===== src/hdl/bbfc16_pkg.sv =====
`default_nettype none
// ---------------------------------------------------------------------------
// bbfc16_pkg: shared definitions for the binary block framer
// Sync bytes, status codes, size limits and the byte-wide CRC16-CCITT update.
// ---------------------------------------------------------------------------
package bbfc16_pkg;

	// Largest accepted block in bytes, also the widest position count.
	localparam int unsigned MAX_FRAME_BYTES = 4096;
	localparam int unsigned POS_W           = 13;
	localparam int unsigned MIN_FRAME_BYTES = 8;

	localparam logic [7:0]  SYNC_FIRST  = 8'h24;
	localparam logic [7:0]  SYNC_SECOND = 8'h40;
	localparam logic [15:0] CRC_POLY    = 16'h1021;

	localparam logic [2:0] ST_BUSY     = 3'd0;
	localparam logic [2:0] ST_DONE     = 3'd1;
	localparam logic [2:0] ST_BAD_SYNC = 3'd2;
	localparam logic [2:0] ST_BAD_LEN  = 3'd3;
	localparam logic [2:0] ST_BAD_CRC  = 3'd4;

	// One byte of CRC16-CCITT, MSB first, not reflected.
	function automatic logic [15:0] crc16_byte(input logic [15:0] crc_in,
	                                           input logic [7:0] data);
		logic [15:0] c;
		c = crc_in ^ {data, 8'h00};
		for (int i = 0; i < 8; i++) begin
			if (c[15]) begin
				c = {c[14:0], 1'b0} ^ CRC_POLY;
			end else begin
				c = {c[14:0], 1'b0};
			end
		end
		return c;
	endfunction

endpackage : bbfc16_pkg
`default_nettype wire


===== src/hdl/binary_block_framer_crc16.sv =====
`default_nettype none
// ---------------------------------------------------------------------------
// binary_block_framer_crc16: byte-stream framer for CRC-checked binary blocks
// Frames '$' '@' crc16 id16 len16 payload blocks and reports one status per
// received byte.
// ---------------------------------------------------------------------------
//
//  Channel | Handshake          | Payload
//  --------+--------------------+-------------------------------------------
//  rx      | rx_valid/rx_stall  | rx_byte
//  res     | res_valid/res_stall| status, frame_id, frame_rev, frame_length
//
// One byte is taken in every cycle unless rx_stall is raised; each byte
// yields exactly one result transaction, through the input register
// and the result register. The framing state and the CRC update live
// between those two registers, so one byte-wide CRC step sets the cycle.
// The asynchronous reset arst_n clears the framer to idle with a zero CRC.
// A stall on the result side holds the result register; the input register
// keeps taking bytes until it too holds an unprocessed byte, and only then
// rx_stall is raised.
//
module binary_block_framer_crc16 (
	input  wire logic        clk,
	input  wire logic        arst_n,
	input  wire logic        rx_valid,
	output logic             rx_stall,
	input  wire logic [7:0]  rx_byte,
	output logic             res_valid,
	input  wire logic        res_stall,
	output logic [2:0]       status,
	output logic [12:0]      frame_id,
	output logic [2:0]       frame_rev,
	output logic [12:0]      frame_length
);
	import bbfc16_pkg::*;

	// Input register.
	logic              valid_s1;
	logic [7:0]        byte_s1;

	// Framing state.
	logic [POS_W-1:0]  byte_position_q;
	logic [15:0]       crc_running_q;
	logic [15:0]       crc_received_q;
	logic [7:0]        id_low_byte_q;
	logic [12:0]       held_frame_id_q;
	logic [2:0]        held_frame_rev_q;
	logic [POS_W-1:0]  expected_length_q;

	// Next-state and result values.
	logic [POS_W-1:0]  pos;
	logic [15:0]       crc_upd;
	logic [15:0]       len16;
	logic              len_bad;
	logic [POS_W-1:0]  chk_len;
	logic              check_end;
	logic              restart;
	logic [POS_W-1:0]  nxt_pos;
	logic [15:0]       nxt_crc;
	logic [15:0]       nxt_crc_rx;
	logic [7:0]        nxt_id_low;
	logic [12:0]       nxt_id;
	logic [2:0]        nxt_rev;
	logic [POS_W-1:0]  nxt_exp;
	logic [2:0]        r_status;
	logic [12:0]       r_id;
	logic [2:0]        r_rev;
	logic [12:0]       r_len;

	logic              advance;

	// The byte in the input register is processed when the result register
	// is empty or is being emptied in this cycle.
	assign advance  = valid_s1 && (!res_valid || !res_stall);
	assign rx_stall = valid_s1 && !advance;

	always_ff @(posedge clk or negedge arst_n) begin
		if (!arst_n) begin
			valid_s1 <= 1'b0;
		end else if (!rx_stall) begin
			valid_s1 <= rx_valid;
		end
	end

	always_ff @(posedge clk) begin
		if (rx_valid && !rx_stall) begin
			byte_s1 <= rx_byte;
		end
	end

	// Framing decision for the byte in the input register.
	always_comb begin
		pos        = byte_position_q + POS_W'(1);
		crc_upd    = crc16_byte(crc_running_q, byte_s1);
		len16      = {byte_s1, expected_length_q[7:0]};
		len_bad    = (len16 < 16'(MIN_FRAME_BYTES)) ||
		             (len16 > 16'(MAX_FRAME_BYTES)) ||
		             (len16[1:0] != 2'b00);
		chk_len    = expected_length_q;
		check_end  = 1'b0;
		restart    = 1'b0;
		nxt_pos    = pos;
		// The CRC covers bytes five onward; the sync and CRC bytes keep it at zero.
		nxt_crc    = (pos <= POS_W'(4)) ? 16'h0000 : crc_upd;
		nxt_crc_rx = crc_received_q;
		nxt_id_low = id_low_byte_q;
		nxt_id     = held_frame_id_q;
		nxt_rev    = held_frame_rev_q;
		nxt_exp    = expected_length_q;
		r_status   = ST_BUSY;
		r_id       = '0;
		r_rev      = '0;
		r_len      = '0;

		case (pos)
			POS_W'(1): begin
				// Hunting for a start byte is not a failure.
				if (byte_s1 != SYNC_FIRST) begin
					nxt_pos = '0;
				end
			end
			POS_W'(2): begin
				if (byte_s1 != SYNC_SECOND) begin
					r_status = ST_BAD_SYNC;
					restart  = 1'b1;
				end
			end
			POS_W'(3): nxt_crc_rx = {8'h00, byte_s1};
			POS_W'(4): nxt_crc_rx = {byte_s1, crc_received_q[7:0]};
			POS_W'(5): nxt_id_low = byte_s1;
			POS_W'(6): begin
				nxt_id  = {byte_s1[4:0], id_low_byte_q};
				nxt_rev = byte_s1[7:5];
			end
			POS_W'(7): nxt_exp = POS_W'(byte_s1);
			POS_W'(8): begin
				if (len_bad) begin
					r_status = ST_BAD_LEN;
					nxt_exp  = '0;
					restart  = 1'b1;
				end else begin
					nxt_exp   = len16[POS_W-1:0];
					chk_len   = len16[POS_W-1:0];
					check_end = 1'b1;
				end
			end
			default: check_end = 1'b1;
		endcase

		if (check_end && pos == chk_len) begin
			if (crc_upd == crc_received_q) begin
				r_status = ST_DONE;
				r_id     = held_frame_id_q;
				r_rev    = held_frame_rev_q;
				r_len    = chk_len;
				nxt_pos  = '0;
				nxt_crc  = '0;
			end else begin
				r_status = ST_BAD_CRC;
				restart  = 1'b1;
			end
		end else if (check_end && pos > chk_len) begin
			// Running past the block end cannot happen; treated as bad length.
			r_status = ST_BAD_LEN;
			restart  = 1'b1;
		end

		// After any failure the failing byte is itself tried as a new start.
		if (restart) begin
			nxt_crc = '0;
			nxt_pos = (byte_s1 == SYNC_FIRST) ? POS_W'(1) : '0;
		end
	end

	always_ff @(posedge clk or negedge arst_n) begin
		if (!arst_n) begin
			byte_position_q   <= '0;
			crc_running_q     <= '0;
			crc_received_q    <= '0;
			id_low_byte_q     <= '0;
			held_frame_id_q   <= '0;
			held_frame_rev_q  <= '0;
			expected_length_q <= '0;
			res_valid         <= 1'b0;
		end else begin
			if (advance) begin
				byte_position_q   <= nxt_pos;
				crc_running_q     <= nxt_crc;
				crc_received_q    <= nxt_crc_rx;
				id_low_byte_q     <= nxt_id_low;
				held_frame_id_q   <= nxt_id;
				held_frame_rev_q  <= nxt_rev;
				expected_length_q <= nxt_exp;
				res_valid         <= 1'b1;
			end else if (!res_stall) begin
				res_valid <= 1'b0;
			end
		end
	end

	// Result register.
	always_ff @(posedge clk) begin
		if (advance) begin
			status       <= r_status;
			frame_id     <= r_id;
			frame_rev    <= r_rev;
			frame_length <= r_len;
		end
	end

	// A completed block always has a legal length.
	a_done_len: assert property (@(posedge clk) disable iff (!arst_n)
		res_valid && status == ST_DONE |->
			frame_length >= 13'(MIN_FRAME_BYTES) && frame_length[1:0] == 2'b00)
		else $error("completed block with illegal length");

	// Block fields are only reported with a completed block.
	a_fields_zero: assert property (@(posedge clk) disable iff (!arst_n)
		res_valid && status != ST_DONE |->
			frame_id == '0 && frame_rev == '0 && frame_length == '0)
		else $error("block fields set without a completed block");

	// Once the length is known the position stays inside the block.
	a_pos_in_block: assert property (@(posedge clk) disable iff (!arst_n)
		byte_position_q >= POS_W'(8) |-> byte_position_q < expected_length_q)
		else $error("byte position ran past the block length");

	// A byte waiting in the input register is neither lost nor changed.
	a_s1_hold: assert property (@(posedge clk) disable iff (!arst_n)
		valid_s1 && !advance |=> valid_s1 && $stable(byte_s1))
		else $error("pending input byte was dropped");

endmodule : binary_block_framer_crc16
`default_nettype wire


===== config.mk =====
export PLATFORM = sky130hd
export DESIGN_NAME = binary_block_framer_crc16
export DESIGN_NICKNAME = d
export VERILOG_FILES = /design/src/hdl/bbfc16_pkg.sv /design/src/hdl/binary_block_framer_crc16.sv
export SDC_FILE = /design/constraint.sdc
export NUM_CORES = 1
export LEC_CHECK = 0
export BUFFER_PORTS_ARGS = -buffer_cell sky130_fd_sc_hd__buf_2
export CAP_MARGIN = 20
export CORE_MARGIN = 2
export CORE_UTILIZATION = 55
export DETAILED_ROUTE_END_ITERATION = 8
export PLACE_DENSITY_LB_ADDON = 0.12
export RECOVER_POWER = 100
export SETUP_SLACK_MARGIN = 0.5
export SYNTH_ARGS = -nofsm -noshare
export SYNTH_HDL_FRONTEND = slang
export SYNTH_SLANG_ARGS = --single-unit

===== constraint.sdc =====
create_clock -name clk -period 11.2 [get_ports clk]
set_input_delay 1.12 -clock clk [delete_from_list [all_inputs] [get_ports clk]]
set_output_delay 1.12 -clock clk [all_outputs]
set_load 0.005 [all_outputs]

# --- Yosys cells after proc, flatten, opt, wreduce, memory -nomap -nowiden ---
# Index checks and enable logic that the tools add are counted.
word_totals:
  regBits: 124
  word_cells: 108
  out_inout_bits: 34
  inputBits: 12
classes:
  n_bitwise: 10
  add_sub_neg: 1
  n_reduce_logical: 23
  n_eq_ne: 15
  muxes: 39
  n_lt_le_gt_ge: 4
ops:
  columns: ["cell", "count"]
  rows:
  - ["two-way mux 13 bit", 16]
  - ["two-way mux 16 bit", 4]
  - ["equality test 13 x 3 -> 1 bit, second input constant", 4]
  - ["case mux 16 bit (2 select lines)", 1]
  - ["equality test 13 x 2 -> 1 bit, second input constant", 2]
  - ["case mux 13 bit (2 select lines)", 1]
  - ["inverter 3 bit", 8]
  - ["equality test 16 bit", 1]
  - ["greater-than comparator 16 x 13 -> 1 bit, second input constant", 1]
  - ["< comparator 16 x 4 -> 1 bit, second input constant", 1]
  - ["XOR 16 bit", 1]
  - ["adder 13 x 1 -> 13 bit, second input constant", 1]
  - ["equality test 13 x 1 -> 1 bit, second input constant", 1]
  - ["equality test 13 bit", 1]
  - ["equality test 13 x 4 -> 1 bit, second input constant", 1]
  - ["greater-than comparator 13 bit", 1]
  - ["<= comparator 13 x 3 -> 1 bit, second input constant", 1]
  - ["AND reduction 2 bit", 5]
  - ["two-way mux 1 bit", 9]
  - ["two-way mux 3 bit", 3]
  - ["equality test 8 x 6 -> 1 bit, second input constant", 1]
  - ["!= test 8 x 6 -> 1 bit, second input constant", 1]
  - ["!= test 8 x 7 -> 1 bit, second input constant", 1]
  - ["OR reduction 7 bit", 1]
  - ["11 further kinds", 25]

# --- Logic depth before layout (Yosys ltp) ---
# Gate-level depths: netlist of run 1.
depth:
  depth_word: 21
  depth_mapped: 21
  depth_no_buf: 17

# --- Least setup slack after synthesis of run 1 ---
# OpenSTA, ideal clock, no wires.
synth_timing:
  path_kind: "register to register"
  start: "reg byte_position_q[5]"
  end: "reg crc_running_q[5]"
  path_slack_ns: 6.632
  required_ns: 11.048
  arrival_time_ns: 4.416
  path_buffers: 4
  stages_incl_launch_ff: 20
  path_cell_list: "dfrtp_1 buf_2 nand3_1 or4_1 mux2i_1 nor4_2 buf_2 nand2_1 nor2_1 buf_2 mux2i_1 ha_1 nand4_1 nor4_1 nor4_1 a21oi_2 nor4_1 a21oi_1 clkbuf_1 o22ai_1"
synth_between:
  elab_chain_cells: 8
synth_rtl:
  columns: ["element", "line_no", "source"]
  rows:
  - ["start, declared", "binary_block_framer_crc16.sv:42", "logic [POS_W-1:0] byte_position_q;"]
  - ["start signal, assigned", "binary_block_framer_crc16.sv:187", "byte_position_q <= nxt_pos;"]
  - ["adder 13 x 1 -> 13 bit *", "binary_block_framer_crc16.sv:93", "pos = byte_position_q + POS_W'(1);"]
  - ["equality test 13 x 4 -> 1 bit, or another cell as far along", "binary_block_framer_crc16.sv:115", "case (pos)"]
  - ["two-way mux 13 bit or OR reduction 7 bit (tied branches)", null, null]
  - ["greater-than comparator 13 bit or case mux 1 bit (2 select lines) (tied branches)", "binary_block_framer_crc16.sv:162, binary_block_framer_crc16.sv:115", null]
  - ["logical AND 1 bit", "binary_block_framer_crc16.sv:162", "end else if (check_end && pos > chk_len) begin"]
  - ["two-way mux 1 bit", "binary_block_framer_crc16.sv:162", null]
  - ["two-way mux 1 bit", "binary_block_framer_crc16.sv:150", "if (check_end && pos == chk_len) begin"]
  - ["two-way mux 16 bit *", "binary_block_framer_crc16.sv:169", "if (restart) begin"]
  - ["end signal, assigned", "binary_block_framer_crc16.sv:188", "crc_running_q <= nxt_crc;"]
  - ["end, declared", "binary_block_framer_crc16.sv:43", "logic [15:0] crc_running_q;"]
# Mark *: on every way between the ends. The rest lies on a longest branch, timed or not.
# A chain may end at the register's enable or synchronous reset.

# --- Final worst setup path of run 1 ---
layout_timing:
  start: "reg byte_position_q[0]"
  end: "reg frame_length[11], data pin"
layout_between:
  elab_chain_cells: 6
layout_rtl:
  columns: ["element", "line_no", "source"]
  rows:
  - ["adder 13 x 1 -> 13 bit *", "binary_block_framer_crc16.sv:93", null]
  - ["equality test 13 x 4 -> 1 bit, or another cell as far along", "binary_block_framer_crc16.sv:115", null]
  - ["two-way mux 13 bit or OR reduction 7 bit (tied branches)", null, null]
  - ["equality test 13 bit or case mux 1 bit (2 select lines) (tied branches)", "binary_block_framer_crc16.sv:150, binary_block_framer_crc16.sv:115", null]
  - ["logical AND 1 bit", "binary_block_framer_crc16.sv:150", null]
  - ["AND reduction 2 bit (no source line)", null, null]
  - ["end signal, assigned", "binary_block_framer_crc16.sv:207", "frame_length <= r_len;"]
  - ["end, declared", "binary_block_framer_crc16.sv:33", "output logic [12:0] frame_length"]
# Marks and branches as above.

==> metrics.md, run 1 <==
| Metric | Value |
|---|---|
| Syn Nets | 589 |
| Critical Path AT | 7700 ps |
| Crit path kind | flip-flop to flip-flop |
| Fin Hold WS | 496 ps |
| Initial antenna violation count | 0 |
| Placed cell count | 723 |
| DRC errors left | 0 |
| Final #Nets | 630 |
| Post-synth top area share | 0.335 |
| Static Leakage | 3.09 nW |
| IO Pins | 46 |
| DP Worst Slack | 4720 ps |
| Htree depth | 4 |
| Post-synth EDFFs | 40 |
| Fin crit period | 7440 ps |
| Final ANT Viol Nets | 0 |
| Buffer levels on the longest clock path | 2 |
| CP max stage delay | 1300 ps |
| Yosys reg bits | 124 |
| CP max stage cell | nor4_1 |
| Total global routing overflow | 0 |
| First-pass GRT wire length | 22700 µm |
| Worst rel slew slack | -0.941 |
| Combined buffer and inverter count along the critical path | 1 |
| RSZ-0062 raised after global routing | no |
| RePlAce Congestion | 0.964 |
| Tcrit/Tclk final | 0.665 |
| Ant. Diodes | 0 |
| Routed Wire Length | 14000 µm |
| Vias in the first global route | 4469 |
| Synth Warn # | 0 |
| Register area share after synthesis | 0.526 |
| Die height | 111 µm |
| Drt wl/cell | 18.5 µm |
| Min-Delay Path Class | flip-flop to flip-flop |
| TritonCTS Buffers | 17 |
| Setup bufs post-CTS | 0 |
| Setup WS post-layout | 3760 ps |
| Worst-margin pin slew | 2910 ps |
| Drt pass-1 iters | 5 |
| DR iter-0 viols | 207 |
| Slew Limit Fails | 178 |
| Asr flop ratio synth | 0.677 |
| CP startpoint kind | flip-flop |
| Post-synthesis cell type count | 63 |
| Clock Latency Late Sink | 420 ps |
| Clock tree sinks | 124 |
| Worst VDD drop | 0.233 mV |
| Die area | 12300 µm² |
| Layout Skew | 10.7 ps |
| # resized after CTS | 0 |
| Crit path depth | 15 |
| Initial Util | 0.557 |
| Core area | 11300 µm² |
| Post-DP HPWL | 9490 µm |
| CP top delay family | simple AND/OR/NAND/NOR gates |
| Failing checks | max-capacitance violations, max-slew violations |
| Fin Setup TNS | 0 ps |
| CTS Hold Bufs | 0 |
| Maxcap violations | 5 |
| Layout cells sized above 1 | 0.168 |
| Largest area contributor in the netlist | dfrtp_1 |
| Ranking of synthesized cells by area | dfrtp_1 33%, edfxtp_1 19%, mux2_2 5.6% |
| CP required | 11450 ps |
| Setup Viol. Count Final | 0 |
| Via count | 4430 |
| Most frequent CP cell | nor4_1 |
| Mapped cell area | 6280 µm² |
| FILL cells | 906 |
| Fmax achieved | 134 MHz |
| Area Growth Syn to Fin | 13.2% |
| Cell Pwr Density | 224 nW/µm² |
| Worst-path cell chain | ha_1 > nand2_1 > nor4_1 > xor2_1 > nor4_1 > nand2_1 > nor2_1 > mux2i_1 > ha_1 > nand4_1 > nor4_1 > or4b_1 > a21oi_1 > clkbuf_1 > nor2b_1 |
| Commonest cells post-synth | 84 x dfrtp_1, 60 x nand2_1, 40 x edfxtp_1 |
| Maximum number of pins on one net before global-route repair | 56 |
| GRT Util Overall | 0.238 |
| Synth Area per Inst | 11.2 µm² |
| Clk root buf | clkbuf_16 |
| Setup crit end kind | flip-flop |
| Final Hold Viols | 0 |
| Clk slew on worst S/H paths | 60 ps |
| CTS tree | built |
| Die X | 111 µm |
| Rows | 39 |
| R2R depth | 15 |
| Synth Instances | 559 |
| Run status | finished with violations |
| Synth Flop Type | dfrtp_1 |
| CP max FO | 20 |
| Most common cell in the netlist | dfrtp_1 |
| Hold depth | 1 |
| PortBufs | 45 |
| Vias per cell | 5.86 |
| Finished Layout Cells | 756 |
==> registers in the layout (all words and copies together) (netlist names), 3 cells and up <==
| signal | count |
|---|---|
| frame_length | 13 |
| held_frame_id_q | 13 |
| held_frame_rev_q | 3 |
| crc_running_q | 16 |
| byte_s1 | 8 |
| crc_received_q | 16 |
| expected_length_q | 13 |
| status | 3 |
| frame_rev | 3 |
| byte_position_q | 13 |
| id_low_byte_q | 8 |
| frame_id | 13 |
==> layout by cell type, fill, tap and decap left out, types with 2 or more instances in the layout <==
cell type and instances:
ha_1 18, nor2b_1 7, o31ai_1 4, a22o_1 17, buf_2 36, and3_1 2, clkbuf_16 17, nand2b_1 5
inv_1 17, clkinv_1 2, o22ai_1 3, mux2i_1 8, or4b_1 3, xor2_1 19, and2_1 9, nor2_1 26
a21oi_1 14, nor4_1 8, dfrtp_1 84, o31a_1 2, clkinv_2 3, o21ai_0 34, nand2_1 60, o21a_1 2
nor3_1 9, or3_1 4, xnor2_1 25, clkinvlp_4 2, a221o_1 2, nand3_1 15, and2_0 19, a21o_1 4
nand4_1 11, o2bb2ai_1 2, edfxtp_1 40, clkbuf_1 17, o211ai_1 2, bufinv_16 3, mux2_2 31
==> cell families after synthesis <==
logic type	Yosys count	synth area share
multiplexers	39	0.0683
adder cells (fa/ha/maj)	18	0.0359
buffers and inverters	46	0.0341
XOR/XNOR	49	0.0789
AND/OR/NAND/NOR	186	0.152
AO/OA/AOI/OAI	97	0.105
flip-flops	124	0.526
==> worst paths after layout <==
kind	slack, ps	from	end
max in group asynchronous	6540	arst_n	crc_running_q[11]$_DFFE_PN0P_
worst max-delay path	3760	byte_position_q[0]$_DFFE_PN0P_	frame_length[11]$_SDFFCE_PN0P_
worst min register to register	500	held_frame_rev_q[2]$_DFFE_PN0P_	held_frame_rev_q[2]$_DFFE_PN0P_
worst max register to register	3760	byte_position_q[0]$_DFFE_PN0P_	frame_length[11]$_SDFFCE_PN0P_
min in group asynchronous	1160	arst_n	held_frame_id_q[12]$_DFFE_PN0P_
worst min-delay path	500	held_frame_rev_q[2]$_DFFE_PN0P_	held_frame_rev_q[2]$_DFFE_PN0P_
==> routing by layer <==
layer / GRT usage / vias up / wire, µm
met2: 0.378 / 158 / 6710
met1: 0.311 / 2171 / 6180
li1: - / 2067 / -
met3: 0.0662 / 34 / 713
met5: 0 / - / 0
met4: 0.101 / 0 / 412
==> through the flow <==
stage          area, µm²  utilization  total power [mW]
4_1_cts             7150        0.635              1.61
5_1_grt             7110        0.631              1.68
3_5_place_dp        6570        0.583              1.06
2_1_floorplan       6280            -             0.938
3_3_place_gp        6560        0.582              1.04
6_report            7110        0.631              1.59
==> power by group <==
group | internal (mW) | total (mW) | switching [mW]
Clock | 0.348 | 0.545 | 0.197
Combinational | 0.182 | 0.430 | 0.248
Sequential | 0.548 | 0.616 | 0.0677
==> area by class of cell <==
cell class / instances / area, µm² / share of cell area
flip-flops and latches: 124 / 3300 / 0.464
multi-input cells: 389 / 2750 / 0.386
clock buffers: 20 / 437 / 0.0614
repair buffers: 50 / 233 / 0.0327
well taps: 143 / 179 / 0.0252
clock inverters: 12 / 148 / 0.0208
inverters: 18 / 67.6 / 0.00950
No activity file was read; power rests on OpenSTA's default activity.
==> inputs of run 2 (changes only) <==
Settings changed: ABC_AREA from default to 1.
Clock period 11.2 ns to 7.1 ns, I/O delays scaled along.
==> metrics.md, run 2 <==
| Metric | Value |
|---|---|
| Run status | finished with violations |
| Failing checks | max-capacitance violations, max-slew violations |
| Crit path kind | flip-flop to flip-flop |
| Dpl cell area | 6900 µm² (+5.0%) |
| Most frequent cells in the layout | 239 x nand2_1, 90 x inv_1, 84 x dfrtp_1 |
| Most frequent CP cell | nand2_1 |
| Fin crit period | 5600 ps (-1850 ps) |
| Synth Instances | 790 (+41%) |
| Die X | 113 µm (+2.3%) |
| Via count | 5493 (+24%) |
| Commonest cells post-synth | 236 x nand2_1, 90 x inv_1, 84 x dfrtp_1 |
| Initial antenna violation count | 0 (unchanged) |
| First-pass GRT wire length | 26100 µm (+15%) |
| Commonest non-fill, non-tap cell in the layout | nand2_1 |
| Most common cell in the netlist | nand2_1 |
| CP required | 7410 ps (-4040 ps) |
| CTS Hold Bufs | 0 (unchanged) |
| Post-synthesis cell type count | 44 (-30%) |
| Cell Pwr Density | 315 nW/µm² (+41%) |
| Area of the multi-input gates | 2720 µm² (-0.91%) |
| Layout cells sized above 1 | 0.0979 (-0.0701) |
| Drt wl/cell | 16.3 µm (-12%) |
| DR iter-0 viols | 490 (+140%) |
| Clock Latency Late Sink | 420 ps (about the same) |
| Initial Util | 0.569 (+0.0122) |
| CP max stage cell | nor4b_1 |
| Synth Flop Type | dfrtp_1 |
| Seq. cell area | 3300 µm² (unchanged) |
| Core area | 11600 µm² (+2.6%) |
| Worst-path cell chain | ha_1 > nand3_1 > nor2_1 > nand2_1 > nand2_1 > nand2_1 > nor2_1 > nand3_1 > nor3_1 > nand2_4 > inv_1 > nand2_1 > nand2_1 > inv_1 > ha_1 > nand4_1 > nor4b_1 > nor2_1 > nand2_1 > nand3_1 > nand2_1 > nand2_4 > o21ai_0 |
| CP top delay family | simple AND/OR/NAND/NOR gates |
| FF-to-FF Start | byte_position_q[0]$_DFFE_PN0P_ |
| Clk slew on worst S/H paths | 50 ps (about the same) |
| Critical Path Source | byte_position_q[0]$_DFFE_PN0P_ |
| Util after Layout | 0.638 (+0.00664) |
| Synth Warn # | 0 (unchanged) |
| CP max stage delay | 720 ps (-580 ps) |
| Worst-margin pin slew | 3930 ps (+1020 ps) |
| Yosys reg bits | 124 (unchanged) |
| Tcrit/Tclk final | 0.789 (+0.124) |
| TritonCTS Buffers | 17 (unchanged) |
| Worst rel slew slack | -1.62 (-0.682) |
| Mapped cell area | 6580 µm² (+4.8%) |
| Largest area contributor in the netlist | dfrtp_1 |
| Asr flop ratio synth | 0.677 (unchanged) |
| Slew Limit Fails | 172 (-3.4%) |
| Buffer levels on the longest clock path | 2 (unchanged) |
| Vias per cell | 5.54 (-5.4%) |
| CTS tree | built |
| Total global routing overflow | 0 (unchanged) |
| Min-Delay Path Class | input port to async pin |
| DP Worst Slack | 1840 ps (-2890 ps) |
| Setup Viol. Count Final | 0 (unchanged) |
| Clock tree sinks | 124 (unchanged) |
| Synth Area per Inst | 8.33 µm² (-26%) |
| DRC errors left | 0 (unchanged) |
| Final #Nets | 865 (+37%) |
| Final ANT Viol Nets | 0 (unchanged) |
| Layout Skew | 6.37 ps (-4.34 ps) |
| Critical Path AT | 5910 ps (-1790 ps) |
| Drt pass-1 iters | 5 (unchanged) |
| CP startpoint kind | flip-flop |
| Fmax achieved | 179 MHz (+33%) |
| Post-synth top area share | 0.319 (-0.0155) |
| Area Growth Syn to Fin | 12.0% |
| RePlAce Congestion | 0.939 (-2.6%) |
| Die area | 12900 µm² (+4.7%) |
| Ant. Diodes | 0 (unchanged) |
| Routed Wire Length | 16200 µm (+15%) |
| Post-synth EDFFs | 40 (unchanged) |
| Static Leakage | 3.63 nW (+17%) |
| Clk root buf | clkbuf_16 |
| Syn Nets | 820 (+39%) |
| Ranking of synthesized cells by area | dfrtp_1 32%, edfxtp_1 18%, nand2_1 13% |
| Final Hold Viols | 0 (unchanged) |
| RSZ-0062 raised after global routing | no |
| PortBufs | 45 (unchanged) |
| Largest regs | crc_received_q (16), crc_running_q (16) |
| Combined buffer and inverter count along the critical path | 2 (+1) |
| Maximum number of pins on one net before global-route repair | 84 (+50%) |
| GRT Util Overall | 0.262 (+0.0237) |
| Setup WS post-layout | 1500 ps (-2250 ps) |
| # resized after CTS | 0 (unchanged) |
| Register area share after synthesis | 0.502 (-0.0243) |
| Setup crit end kind | flip-flop |
| Die height | 113 µm (+2.3%) |
| Design Area, Final | 7370 µm² (+3.7%) |
| Worst VDD drop | 0.206 mV (-12%) |
| Rows | 39 (unchanged) |
| Post-DP HPWL | 11000 µm (+16%) |
| Htree depth | 4 (unchanged) |
| Fin Setup TNS | 0 ps (unchanged) |
| Vias in the first global route | 5163 (+16%) |
| IO Pins | 46 (unchanged) |
| CP max FO | 16 (-20%) |
| FILL cells | 1016 (+12%) |
| Setup bufs post-CTS | 0 (unchanged) |
| Maxcap violations | 4 (-1) |
-- run 2: cell count changes after synthesis, moves of 10 or more --
cell	before	now
o22ai_1	3	16
o21ai_2	0	10
inv_1	17	90
a22o_1	17	0
nand4_1	11	22
nand2_1	60	236
nand3_1	15	34
xnor2_1	25	8
mux2_2	31	0
and2_1	28	0
nor2_1	26	81
-- run 2: kinds of logic after synthesis --
family / Yosys count / synth area share
AOI/OAI and AO/OA: 92 / 0.0823
xor gates and xnor gates: 18 / 0.0239
adders and majority gates: 18 / 0.0342
buffers and inverters: 118 / 0.0726
DFF: 124 / 0.502
and+or+nand+nor: 420 / 0.285
-- run 2: through the flow --
step / hold WS, ps / total power [mW] / cells
6_report: 81.7 / 2.32 / 991
5_1_grt: 66.7 / 2.45 / 991
4_1_cts: 49.1 / 2.34 / 989
3_5_place_dp: 472 / 1.51 / 957
3_3_place_gp: 468 / 1.49 / 957
2_1_floorplan: 414 / 1.36 / 790
-- run 2: worst paths after layout --
kind                                                   endpoint  slack (ps)  depth (start not counted)
worst max-delay path              crc_running_q[13]$_DFFE_PN0P_        1500                         23
worst min-delay path            held_frame_id_q[10]$_DFFE_PN0P_          80                          1
worst max register to register    crc_running_q[13]$_DFFE_PN0P_        1500                         23
worst min register to register   held_frame_id_q[1]$_DFFE_PN0P_         490                          2
max in group asynchronous         crc_running_q[14]$_DFFE_PN0P_        2450                          3
min in group clk                           byte_s1[0]$_DFFE_PP_         460                          1
-- run 2: area by class of cell --
type	count	share of cell area
timing repair buffer	52	0.0358
tap	143	0.0243
sequential	124	0.448
multi-input combinational	548	0.369
clock inverter	7	0.00882
inverter	92	0.0468
clock buffer	25	0.0674
-- run 2: power by group --
part           leakage (nW)  switching [mW]  internal, mW
clock network         0.272           0.305         0.518
registers              1.41          0.0876         0.888
logic                  1.95           0.349         0.177
-- run 2: layer usage --
layer,vias up,global-route usage,wire length [µm],share of wire
met5,-,0,0,0
met4,0,0.122,397,0.025
met3,34,0.0584,913,0.057
met2,178,0.416,7800,0.48
met1,2623,0.346,7050,0.44
li1,2658,-,-,-
